## src/rtl/core/stm_pkg.sv

```systemverilog
// Shared definitions for the sparse triplet merge adder.
// Holds the command codes and the sequencer state type; no dependencies.
package stm_pkg;

  // Command field of an input request
  localparam int CMD_BITS = 2;
  localparam logic [CMD_BITS-1:0] CMD_LOAD_A = 2'd0;
  localparam logic [CMD_BITS-1:0] CMD_LOAD_B = 2'd1;
  localparam logic [CMD_BITS-1:0] CMD_RUN    = 2'd2;

  // Sequencer states, one-hot
  typedef enum logic [1:0] {
    ST_IDLE  = 2'b01,
    ST_MERGE = 2'b10
  } stm_state_t;

endpackage

```

## src/rtl/core/stm_chan_if.sv

```systemverilog
// Valid/ready channel interfaces for the sparse triplet merge adder.
// Depends on stm_pkg for the command width.
interface stm_in_if import stm_pkg::*; #(
  parameter int INDEX_BITS = 8,
  parameter int VALUE_BITS = 32
);
  logic                         valid;
  logic                         ready;
  logic [CMD_BITS-1:0]          command;
  logic [INDEX_BITS-1:0]        row;
  logic [INDEX_BITS-1:0]        col;
  logic signed [VALUE_BITS-1:0] value;

  modport source (output valid, command, row, col, value, input ready);
  modport sink   (input valid, command, row, col, value, output ready);
endinterface

interface stm_out_if #(
  parameter int INDEX_BITS = 8,
  parameter int VALUE_BITS = 32
);
  logic                       valid;
  logic                       ready;
  logic [INDEX_BITS-1:0]      row_res;
  logic [INDEX_BITS-1:0]      col_res;
  logic signed [VALUE_BITS:0] value_res;
  logic                       last;

  modport source (output valid, row_res, col_res, value_res, last, input ready);
  modport sink   (input valid, row_res, col_res, value_res, last, output ready);
endinterface

```

## src/rtl/core/stm_list_mem.sv

```systemverilog
// Triplet list storage: one write port, one read port with registered data.
// No package dependencies.
module stm_list_mem #(
  parameter int DEPTH     = 32,
  parameter int WIDTH     = 48,
  parameter int ADDR_BITS = 5
) (
  input  logic                 clk,
  input  logic                 we,
  input  logic [ADDR_BITS-1:0] waddr,
  input  logic [WIDTH-1:0]     wdata,
  input  logic [ADDR_BITS-1:0] raddr,
  output logic [WIDTH-1:0]     rdata
);

  logic [WIDTH-1:0] mem [DEPTH];
  logic [WIDTH-1:0] rdata_r;

  // Write on request, read every cycle
  always_ff @(posedge clk) begin
    if (we) begin
      mem[waddr] <= wdata;
    end
    rdata_r <= mem[raddr];
  end

  assign rdata = rdata_r;

endmodule

```

## src/rtl/core/stm_merge_core.sv

```systemverilog
// Load/merge sequencer: list fill counts, head pointers, key compare,
// value add and the result output register. Depends on stm_pkg.
module stm_merge_core import stm_pkg::*; #(
  parameter int LIST_DEPTH = 32,
  parameter int INDEX_BITS = 8,
  parameter int VALUE_BITS = 32,
  localparam int EntryBits = 2 * INDEX_BITS + VALUE_BITS,
  localparam int AddrBits  = (LIST_DEPTH > 1) ? $clog2(LIST_DEPTH) : 1,
  localparam int CountBits = $clog2(LIST_DEPTH + 1)
) (
  input  logic                         clk,
  input  logic                         rst_n,
  // request side
  input  logic                         in_valid,
  output logic                         in_ready,
  input  logic [CMD_BITS-1:0]          in_command,
  input  logic [INDEX_BITS-1:0]        in_row,
  input  logic [INDEX_BITS-1:0]        in_col,
  input  logic signed [VALUE_BITS-1:0] in_value,
  // result side
  output logic                         out_valid,
  input  logic                         out_ready,
  output logic [INDEX_BITS-1:0]        out_row_res,
  output logic [INDEX_BITS-1:0]        out_col_res,
  output logic signed [VALUE_BITS:0]   out_value_res,
  output logic                         out_last,
  // list memories
  output logic                         wr_a,
  output logic                         wr_b,
  output logic [AddrBits-1:0]          waddr_a,
  output logic [AddrBits-1:0]          waddr_b,
  output logic [EntryBits-1:0]         wdata,
  output logic [AddrBits-1:0]          raddr_a,
  output logic [AddrBits-1:0]          raddr_b,
  input  logic [EntryBits-1:0]         rdata_a,
  input  logic [EntryBits-1:0]         rdata_b,
  // status
  output logic                         busy
);

  stm_state_t state_r, state_nxt;
  logic [CountBits-1:0] cnt_a_r, cnt_a_nxt, cnt_b_r, cnt_b_nxt;
  logic [CountBits-1:0] ia_r, ia_nxt, ib_r, ib_nxt, ia_adv, ib_adv;
  logic out_valid_r;
  logic [INDEX_BITS-1:0] row_res_r, col_res_r;
  logic signed [VALUE_BITS:0] value_res_r, val_a_ext, val_b_ext, val_sel;
  logic last_r;

  logic accept, a_left, b_left, take_a, take_b, step, done;
  logic [2*INDEX_BITS-1:0] key_a, key_b;

  assign accept   = in_valid && in_ready;
  assign in_ready = (state_r == ST_IDLE);
  assign busy     = (state_r == ST_MERGE);
  assign wdata    = {in_row, in_col, in_value};
  assign waddr_a  = cnt_a_r[AddrBits-1:0];
  assign waddr_b  = cnt_b_r[AddrBits-1:0];

  // Compare list heads on (row, col) and pick which head(s) to consume
  assign a_left = (ia_r < cnt_a_r);
  assign b_left = (ib_r < cnt_b_r);
  assign key_a  = rdata_a[EntryBits-1 -: 2*INDEX_BITS];
  assign key_b  = rdata_b[EntryBits-1 -: 2*INDEX_BITS];

  always_comb begin
    take_a = 1'b0;
    take_b = 1'b0;
    if (!a_left) begin
      take_b = 1'b1;
    end else if (!b_left) begin
      take_a = 1'b1;
    end else if (key_a < key_b) begin
      take_a = 1'b1;
    end else if (key_a > key_b) begin
      take_b = 1'b1;
    end else begin
      take_a = 1'b1;
      take_b = 1'b1;
    end
  end

  // Sign-extend both head values and add; select by what is consumed
  assign val_a_ext = {rdata_a[VALUE_BITS-1], rdata_a[VALUE_BITS-1:0]};
  assign val_b_ext = {rdata_b[VALUE_BITS-1], rdata_b[VALUE_BITS-1:0]};

  always_comb begin
    if (take_a && take_b) begin
      val_sel = val_a_ext + val_b_ext;
    end else if (take_a) begin
      val_sel = val_a_ext;
    end else begin
      val_sel = val_b_ext;
    end
  end

  // Advance only when the output register can take a result
  assign step   = (state_r == ST_MERGE) && (!out_valid_r || out_ready);
  assign ia_adv = ia_r + CountBits'(take_a);
  assign ib_adv = ib_r + CountBits'(take_b);
  assign done   = (ia_adv >= cnt_a_r) && (ib_adv >= cnt_b_r);

  // Pointers feed the read address directly so next head arrives in time
  always_comb begin
    ia_nxt = ia_r;
    ib_nxt = ib_r;
    if (step) begin
      ia_nxt = done ? '0 : ia_adv;
      ib_nxt = done ? '0 : ib_adv;
    end
  end

  assign raddr_a = ia_nxt[AddrBits-1:0];
  assign raddr_b = ib_nxt[AddrBits-1:0];

  // Command decode and sequencing
  always_comb begin
    state_nxt = state_r;
    cnt_a_nxt = cnt_a_r;
    cnt_b_nxt = cnt_b_r;
    wr_a      = 1'b0;
    wr_b      = 1'b0;
    unique case (state_r)
      ST_IDLE: begin
        if (accept) begin
          unique case (in_command)
            CMD_LOAD_A: begin
              if (cnt_a_r != CountBits'(LIST_DEPTH)) begin
                wr_a      = 1'b1;
                cnt_a_nxt = cnt_a_r + CountBits'(1);
              end
            end
            CMD_LOAD_B: begin
              if (cnt_b_r != CountBits'(LIST_DEPTH)) begin
                wr_b      = 1'b1;
                cnt_b_nxt = cnt_b_r + CountBits'(1);
              end
            end
            CMD_RUN: begin
              if ((cnt_a_r != '0) || (cnt_b_r != '0)) begin
                state_nxt = ST_MERGE;
              end
            end
            default: ;
          endcase
        end
      end
      ST_MERGE: begin
        if (step && done) begin
          state_nxt = ST_IDLE;
          cnt_a_nxt = '0;
          cnt_b_nxt = '0;
        end
      end
      default: state_nxt = ST_IDLE;
    endcase
  end

  // Control registers
  always_ff @(posedge clk) begin
    if (!rst_n) begin
      state_r     <= ST_IDLE;
      cnt_a_r     <= '0;
      cnt_b_r     <= '0;
      ia_r        <= '0;
      ib_r        <= '0;
      out_valid_r <= 1'b0;
    end else begin
      state_r <= state_nxt;
      cnt_a_r <= cnt_a_nxt;
      cnt_b_r <= cnt_b_nxt;
      ia_r    <= ia_nxt;
      ib_r    <= ib_nxt;
      if (step) begin
        out_valid_r <= 1'b1;
      end else if (out_ready) begin
        out_valid_r <= 1'b0;
      end
    end
  end

  // Result payload, held while the receiver stalls
  always_ff @(posedge clk) begin
    if (step) begin
      row_res_r   <= take_a ? rdata_a[EntryBits-1 -: INDEX_BITS]
                            : rdata_b[EntryBits-1 -: INDEX_BITS];
      col_res_r   <= take_a ? rdata_a[VALUE_BITS +: INDEX_BITS]
                            : rdata_b[VALUE_BITS +: INDEX_BITS];
      value_res_r <= val_sel;
      last_r      <= done;
    end
  end

  assign out_valid     = out_valid_r;
  assign out_row_res   = row_res_r;
  assign out_col_res   = col_res_r;
  assign out_value_res = value_res_r;
  assign out_last      = last_r;

endmodule

```

## src/rtl/core/sparse_triplet_merge_add.sv

```systemverilog
// Sparse matrix adder on row-major coordinate triplet lists.
// Depends on stm_pkg, stm_chan_if, stm_list_mem and stm_merge_core.
//
// Usage:
// - in_ch carries requests: command 0 appends (row, col, value) to list A,
//   1 appends to list B, 2 runs the merge; code 3 is taken and ignored.
//   An append to a full list is dropped.
// - in_ch.ready stays high between runs, so appends are taken back to back.
// - A run walks both lists and emits one result triplet per cycle on out_ch
//   while the receiver is ready; equal positions are summed into one
//   (VALUE_BITS+1)-bit value, the final triplet carries last.
// - The first result is valid once the run request has moved the sequencer to
//   the merge state and the first step has loaded the output register (heads
//   are read while idle); in_ch.ready is low until the last step, one merge
//   step per cycle while the receiver is ready. A run on two empty lists returns
//   nothing. After a run both lists are empty.
// - A stall on out_ch freezes the merge; the pending result is held in the output
//   register, and new requests are taken while it waits once the run is finished.
// - Reset empties both lists (fill counts only, no clearing pass) and drops any
//   pending result.
module sparse_triplet_merge_add #(
  parameter int LIST_DEPTH = 32,
  parameter int INDEX_BITS = 8,
  parameter int VALUE_BITS = 32
) (
  input logic        clk,
  input logic        rst_n,
  stm_in_if.sink     in_ch,
  stm_out_if.source  out_ch
);

  localparam int EntryBits = 2 * INDEX_BITS + VALUE_BITS;
  localparam int AddrBits  = (LIST_DEPTH > 1) ? $clog2(LIST_DEPTH) : 1;

  logic                 wr_a, wr_b, busy;
  logic [AddrBits-1:0]  waddr_a, waddr_b, raddr_a, raddr_b;
  logic [EntryBits-1:0] wdata, rdata_a, rdata_b;

  // Sequencer
  stm_merge_core #(
    .LIST_DEPTH (LIST_DEPTH),
    .INDEX_BITS (INDEX_BITS),
    .VALUE_BITS (VALUE_BITS)
  ) u_core (
    .clk           (clk),
    .rst_n         (rst_n),
    .in_valid      (in_ch.valid),
    .in_ready      (in_ch.ready),
    .in_command    (in_ch.command),
    .in_row        (in_ch.row),
    .in_col        (in_ch.col),
    .in_value      (in_ch.value),
    .out_valid     (out_ch.valid),
    .out_ready     (out_ch.ready),
    .out_row_res   (out_ch.row_res),
    .out_col_res   (out_ch.col_res),
    .out_value_res (out_ch.value_res),
    .out_last      (out_ch.last),
    .wr_a          (wr_a),
    .wr_b          (wr_b),
    .waddr_a       (waddr_a),
    .waddr_b       (waddr_b),
    .wdata         (wdata),
    .raddr_a       (raddr_a),
    .raddr_b       (raddr_b),
    .rdata_a       (rdata_a),
    .rdata_b       (rdata_b),
    .busy          (busy)
  );

  // List A storage
  stm_list_mem #(
    .DEPTH     (LIST_DEPTH),
    .WIDTH     (EntryBits),
    .ADDR_BITS (AddrBits)
  ) u_list_a (
    .clk   (clk),
    .we    (wr_a),
    .waddr (waddr_a),
    .wdata (wdata),
    .raddr (raddr_a),
    .rdata (rdata_a)
  );

  // List B storage
  stm_list_mem #(
    .DEPTH     (LIST_DEPTH),
    .WIDTH     (EntryBits),
    .ADDR_BITS (AddrBits)
  ) u_list_b (
    .clk   (clk),
    .we    (wr_b),
    .waddr (waddr_b),
    .wdata (wdata),
    .raddr (raddr_b),
    .rdata (rdata_b)
  );

  // Lists are never written while a merge walks them
  a_no_write_in_merge: assert property (@(posedge clk) disable iff (!rst_n)
    busy |-> !(wr_a || wr_b))
    else $error("list write during merge");

  // One request writes at most one list
  a_single_write: assert property (@(posedge clk) disable iff (!rst_n)
    !(wr_a && wr_b))
    else $error("both lists written at once");

  // A finished merge leaves its final result marked last
  a_end_marks_last: assert property (@(posedge clk) disable iff (!rst_n)
    $fell(busy) |-> (out_ch.valid && out_ch.last))
    else $error("merge ended without a last result");

endmodule

```

## src/flat_wrapper.sv

```systemverilog
// flat-port wrapper written by rule: the top's interface ports become plain ports
module sparse_triplet_merge_add_flat 
#(
  parameter int LIST_DEPTH = 32,
  parameter int INDEX_BITS = 8,
  parameter int VALUE_BITS = 32
)
  (clk, rst_n, in_ch_valid, in_ch_command, in_ch_row, in_ch_col, in_ch_value, in_ch_ready, out_ch_valid, out_ch_row_res, out_ch_col_res, out_ch_value_res, out_ch_last, out_ch_ready);
  stm_in_if #(.INDEX_BITS(INDEX_BITS), .VALUE_BITS(VALUE_BITS)) in_ch_i ();
  stm_out_if #(.INDEX_BITS(INDEX_BITS), .VALUE_BITS(VALUE_BITS)) out_ch_i ();
  input logic clk;
  input logic rst_n;
  input wire logic [$bits(in_ch_i.valid)-1:0] in_ch_valid;
  input wire logic [$bits(in_ch_i.command)-1:0] in_ch_command;
  input wire logic [$bits(in_ch_i.row)-1:0] in_ch_row;
  input wire logic [$bits(in_ch_i.col)-1:0] in_ch_col;
  input wire logic [$bits(in_ch_i.value)-1:0] in_ch_value;
  output wire logic [$bits(in_ch_i.ready)-1:0] in_ch_ready;
  output wire logic [$bits(out_ch_i.valid)-1:0] out_ch_valid;
  output wire logic [$bits(out_ch_i.row_res)-1:0] out_ch_row_res;
  output wire logic [$bits(out_ch_i.col_res)-1:0] out_ch_col_res;
  output wire logic [$bits(out_ch_i.value_res)-1:0] out_ch_value_res;
  output wire logic [$bits(out_ch_i.last)-1:0] out_ch_last;
  input wire logic [$bits(out_ch_i.ready)-1:0] out_ch_ready;
  assign in_ch_i.valid = in_ch_valid;
  assign in_ch_i.command = in_ch_command;
  assign in_ch_i.row = in_ch_row;
  assign in_ch_i.col = in_ch_col;
  assign in_ch_i.value = in_ch_value;
  assign in_ch_ready = in_ch_i.ready;
  assign out_ch_valid = out_ch_i.valid;
  assign out_ch_row_res = out_ch_i.row_res;
  assign out_ch_col_res = out_ch_i.col_res;
  assign out_ch_value_res = out_ch_i.value_res;
  assign out_ch_last = out_ch_i.last;
  assign out_ch_i.ready = out_ch_ready;
  sparse_triplet_merge_add #(.LIST_DEPTH(LIST_DEPTH), .INDEX_BITS(INDEX_BITS), .VALUE_BITS(VALUE_BITS)) u_core (.clk(clk), .rst_n(rst_n), .in_ch(in_ch_i), .out_ch(out_ch_i));
endmodule
```

## config.mk

```make
export PLATFORM = sky130hd
export DESIGN_NAME = sparse_triplet_merge_add_flat
export DESIGN_NICKNAME = d
export VERILOG_FILES = /design/src/rtl/core/stm_pkg.sv /design/src/rtl/core/stm_chan_if.sv /design/src/rtl/core/stm_list_mem.sv /design/src/rtl/core/stm_merge_core.sv /design/src/rtl/core/sparse_triplet_merge_add.sv /design/src/flat_wrapper.sv
export SDC_FILE = /design/constraint.sdc
export NUM_CORES = 2
export LEC_CHECK = 0
export ABC_AREA = 1
export BUFFER_PORTS_ARGS = -buffer_cell sky130_fd_sc_hd__buf_2
export CORE_MARGIN = 2
export CORE_UTILIZATION = 35
export DETAILED_ROUTE_END_ITERATION = 10
export GPL_ROUTABILITY_DRIVEN = 0
export MAX_ROUTING_LAYER = met4
export SETUP_SLACK_MARGIN = 0.5
export SLEW_MARGIN = 20
export SYNTH_ARGS = -nofsm -noshare
export SYNTH_HDL_FRONTEND = slang
export SYNTH_SLANG_ARGS = --single-unit
```

## constraint.sdc

```tcl
create_clock -name clk -period 8.4 [get_ports clk]
set_clock_uncertainty 0.05 [all_clocks]
set_input_delay 0.42 -clock clk [delete_from_list [all_inputs] [get_ports clk]]
set_output_delay 0.42 -clock clk [all_outputs]
set_load 0.01 [all_outputs]
```

==> impl_results.md <==
- Status: complete, no violations
- Pwr Total: 33.4 mW
- Critical Path Fanout Max: 94
- Post-synthesis cell type count: 47
- Synth Register Bits: 3245
- Slew Limit Fails: 0
- First-pass GRT wire length: 655000 um
- Sink Count: 3245
- Initial antenna violation count: 54
- Top-area cell type share of the netlist area: 0.653
- Largest cells by area after synthesis: edfxtp_1 (65%), nand3_1 (12%), inv_1 (6.6%)
- Post-DP HPWL: 232000 um
- Final wirelength: 453000 um
- Final hold viol count: 0
- Clock latency on the worst-skew pair: 0.91 ns
- Worst setup EP type: flip-flop
- Slew HR: 0.199
- Initial Util: 0.351
- Synth Area per Inst: 10.6 sq um
- TNS Setup: 0 ns
- Crit start category: flip-flop
- Tmin final: 7.21 ns
- CTS tree: built
- Unrepaired setup endpoints after global routing: no
- CP max stage delay: 0.65 ns
- Syn. warnings: 0
- Remaining Overflow, GRT: 0
- Fmax: 139 MHz
- Main synth FF type: edfxtp_1
- Setup slack at placement: 1.29 ns
- Final setup viols: 0
- Layout cells sized above 1: 0.0698
- Worst VDD drop: 0.162 mV
- Clk root buf: clkbuf_16
- Residual DRC: 0
- Pwr per Cell Area: 206 mW/mm^2
- Non-Filler Instances: 19200
- Gr usage total: 0.218
- Most used cell, CP: nand2_1
- DP Area: 0.151 sq mm
- Worst Tran Pin Value: 1.20 ns
- Routed vias: 100000
- Critical-path top delay cell: dfxtp_1
- Cell Area, Synth: 0.144 sq mm
- HP Class: in2reg
- WHS: 0.0397 ns
- Synth Instances: 13600
- Vias per cell: 5.22
- DRT iter0 DRCs: 11600
- Placed cells: 18600
- Leakage power: 65.5 nW
- Crit path required time: 9.15 ns
- Post-synthesis sequential area ratio: 0.670
- Crit path kind: reg2reg
- Synth area leader: edfxtp_1
- Number of synthesized flops with an enable pin: 3122
- Num CTS Buffers: 344
- Die Ht: 645 um
- Number of global-route vias before repair: 94500
- Asr flop ratio synth: 0
- FP Rows: 235
- Fillers: 39000
- Nets: 13600
- Tcrit/Tclk final: 0.858
- Fin util: 0.396
- Max_cap viols: 0
- Syn Nets: 13700
- Largest net degree at the start of global routing: 196
- Io pins: 106
- Clock slew at reported path FFs: 0.06 ns
- Routed wire per std cell: 23.5 um
- Postcts setup bufs: 0
- DIE WIDTH: 645 um
- Drt first pass iters: 6
- Port-buffer cells: 105
- Die area: 0.416 sq mm
- Area Growth Syn to Fin: 12.7%
- Crit path DAT: 7.96 ns
- CTS H-tree depth: 5
- Area of the core: 0.409 sq mm
- Final instance area: 0.162 sq mm
- Final ANT Viol Nets: 0
- Hold Buf Count CTS: 4
- Worst setup margin: 1.19 ns
- Longest Clk Path Bufs: 4
- PostCTS Resize Cnt: 0
==> registers in the layout, indices dropped and copies added, names as in the netlist <==
name                         flops
u_core.u_list_a.rdata           48
u_core.u_core.out_col_res        8
u_core.u_core.out_valid          1
u_core.u_core.out_value_res     33
u_core.u_core.out_last           1
u_core.u_core.cnt_b_r            6
u_core.u_core.cnt_a_r            6
u_core.u_core.state_r            2
u_core.u_core.out_row_res        8
u_core.u_core.ia_r               6
u_core.u_core.ib_r               6
u_core.u_list_b.mem           1536
u_core.u_list_b.rdata           48
u_core.u_list_a.mem           1536
==> path summary, 6_finish.rpt <==
kind                                  start                          to  slack (ns)  depth (start not counted)
setup / recovery  u_core.u_list_a.rdata[39]   u_core.u_list_a.rdata[43]        1.19                         31
hold / removal                 in_ch_row[4]  u_core.u_list_a.mem[0][44]        0.04                          1
setup reg to reg  u_core.u_list_a.rdata[39]   u_core.u_list_a.rdata[43]        1.19                         31
hold reg to reg    u_core.u_core.cnt_b_r[0]    u_core.u_core.cnt_b_r[0]        0.48                          2
==> critical path, delay by kind of cell, from the launching register on <==
family / cells / cell delay, ns
AND/OR/NAND/NOR: 16 / 2.64
flip-flops: 1 / 0.65
adder cells (fa/ha/maj): 3 / 0.89
XOR/XNOR: 1 / 0.23
buffers and inverters: 6 / 1.72
AO/OA/AOI/OAI: 5 / 0.89
==> placed cells by master, fill, tap and decap left out, types with 4 or more instances in the layout <==
cell type | Yosys | routed
nand4_1 | 4 | 4
nor2_1 | 133 | 70
diode_2 | 0 | 22
xnor2_1 | 11 | 11
clkbuf_1 | 387 | 78
inv_1 | 2522 | 2518
buf_2 | 324 | 100
ha_1 | 82 | 82
xor2_1 | 19 | 19
nand3b_1 | 677 | 677
nand2_2 | 6 | 4
o21ai_0 | 54 | 54
clkbuf_16 | 0 | 350
o21a_1 | 4 | 4
inv_6 | 0 | 7
nor2_4 | 2 | 65
nand2_4 | 1 | 7
a21boi_0 | 5 | 5
bufinv_16 | 0 | 23
clkinv_2 | 0 | 71
edfxtp_1 | 3122 | 3122
buf_4 | 12 | 215
a21o_1 | 5 | 5
clkinv_1 | 0 | 64
clkinvlp_4 | 0 | 9
nand2_1 | 2442 | 2434
dfxtp_1 | 123 | 123
o211ai_1 | 14 | 14
nand3_1 | 3419 | 3418
dlygate4sd3_1 | 0 | 4
nor3_1 | 21 | 21
clkinv_8 | 0 | 5
a21oi_1 | 71 | 71
nand2_8 | 0 | 4
clkbuf_8 | 0 | 16
buf_12 | 0 | 55
==> cell usage after synthesis (71+ instances only) <==
master	n
nor2_1	133
buf_2	324
nand3b_1	677
ha_1	82
nand2_1	2442
edfxtp_1	3122
dfxtp_1	123
nand3_1	3419
buf_1	90
inv_1	2522
a21oi_1	71
clkbuf_1	387
==> layout make-up <==
type                       instances  area, sq um  share of cell area
clock inverter                   188         1650              0.0102
antenna                           22         55.1            0.000340
multi-input combinational       6998        35100               0.217
clock buffer                     444         9270              0.0573
inverter                        2526         9500              0.0587
tap                             5451         6820              0.0421
sequential                      3245        96200               0.594
timing repair buffer             375         3280              0.0203
==> logic make-up (layout without fill, tap and decap cells) <==
| logic type | after synthesis | after routing | synth area share |
|---|---|---|---|
| AND/OR/NAND/NOR | 6714 | 6714 | 0.224 |
| buffers and inverters | 3340 | 3533 | 0.0905 |
| flip-flops | 3245 | 3245 | 0.670 |
| AO/OA/AOI/OAI | 170 | 170 | 0.00691 |
| adder cells (fa/ha/maj) | 83 | 83 | 0.00728 |
| XOR/XNOR | 30 | 30 | 0.00183 |
| multiplexers | 1 | 1 | 0.0000697 |
| other | 0 | 22 | 0 |
==> power breakdown <==
group / internal, mW / total [mW] / switching, mW
Combinational: 0.110 / 0.596 / 0.486
Sequential: 17.8 / 17.8 / 0.0416
Clock: 8.53 / 15.0 / 6.46
Total: 26.4 / 33.4 / 6.99
==> layer usage <==
metal	up-vias	global-route usage	routed length, um
li1	45300	-	-
met1	49600	0.285	185000
met2	4520	0.344	211000
met3	994	0.0297	37800
met4	0	0.0891	19600
met5	-	-	0
No activity file was read; power rests on OpenSTA's default activity.
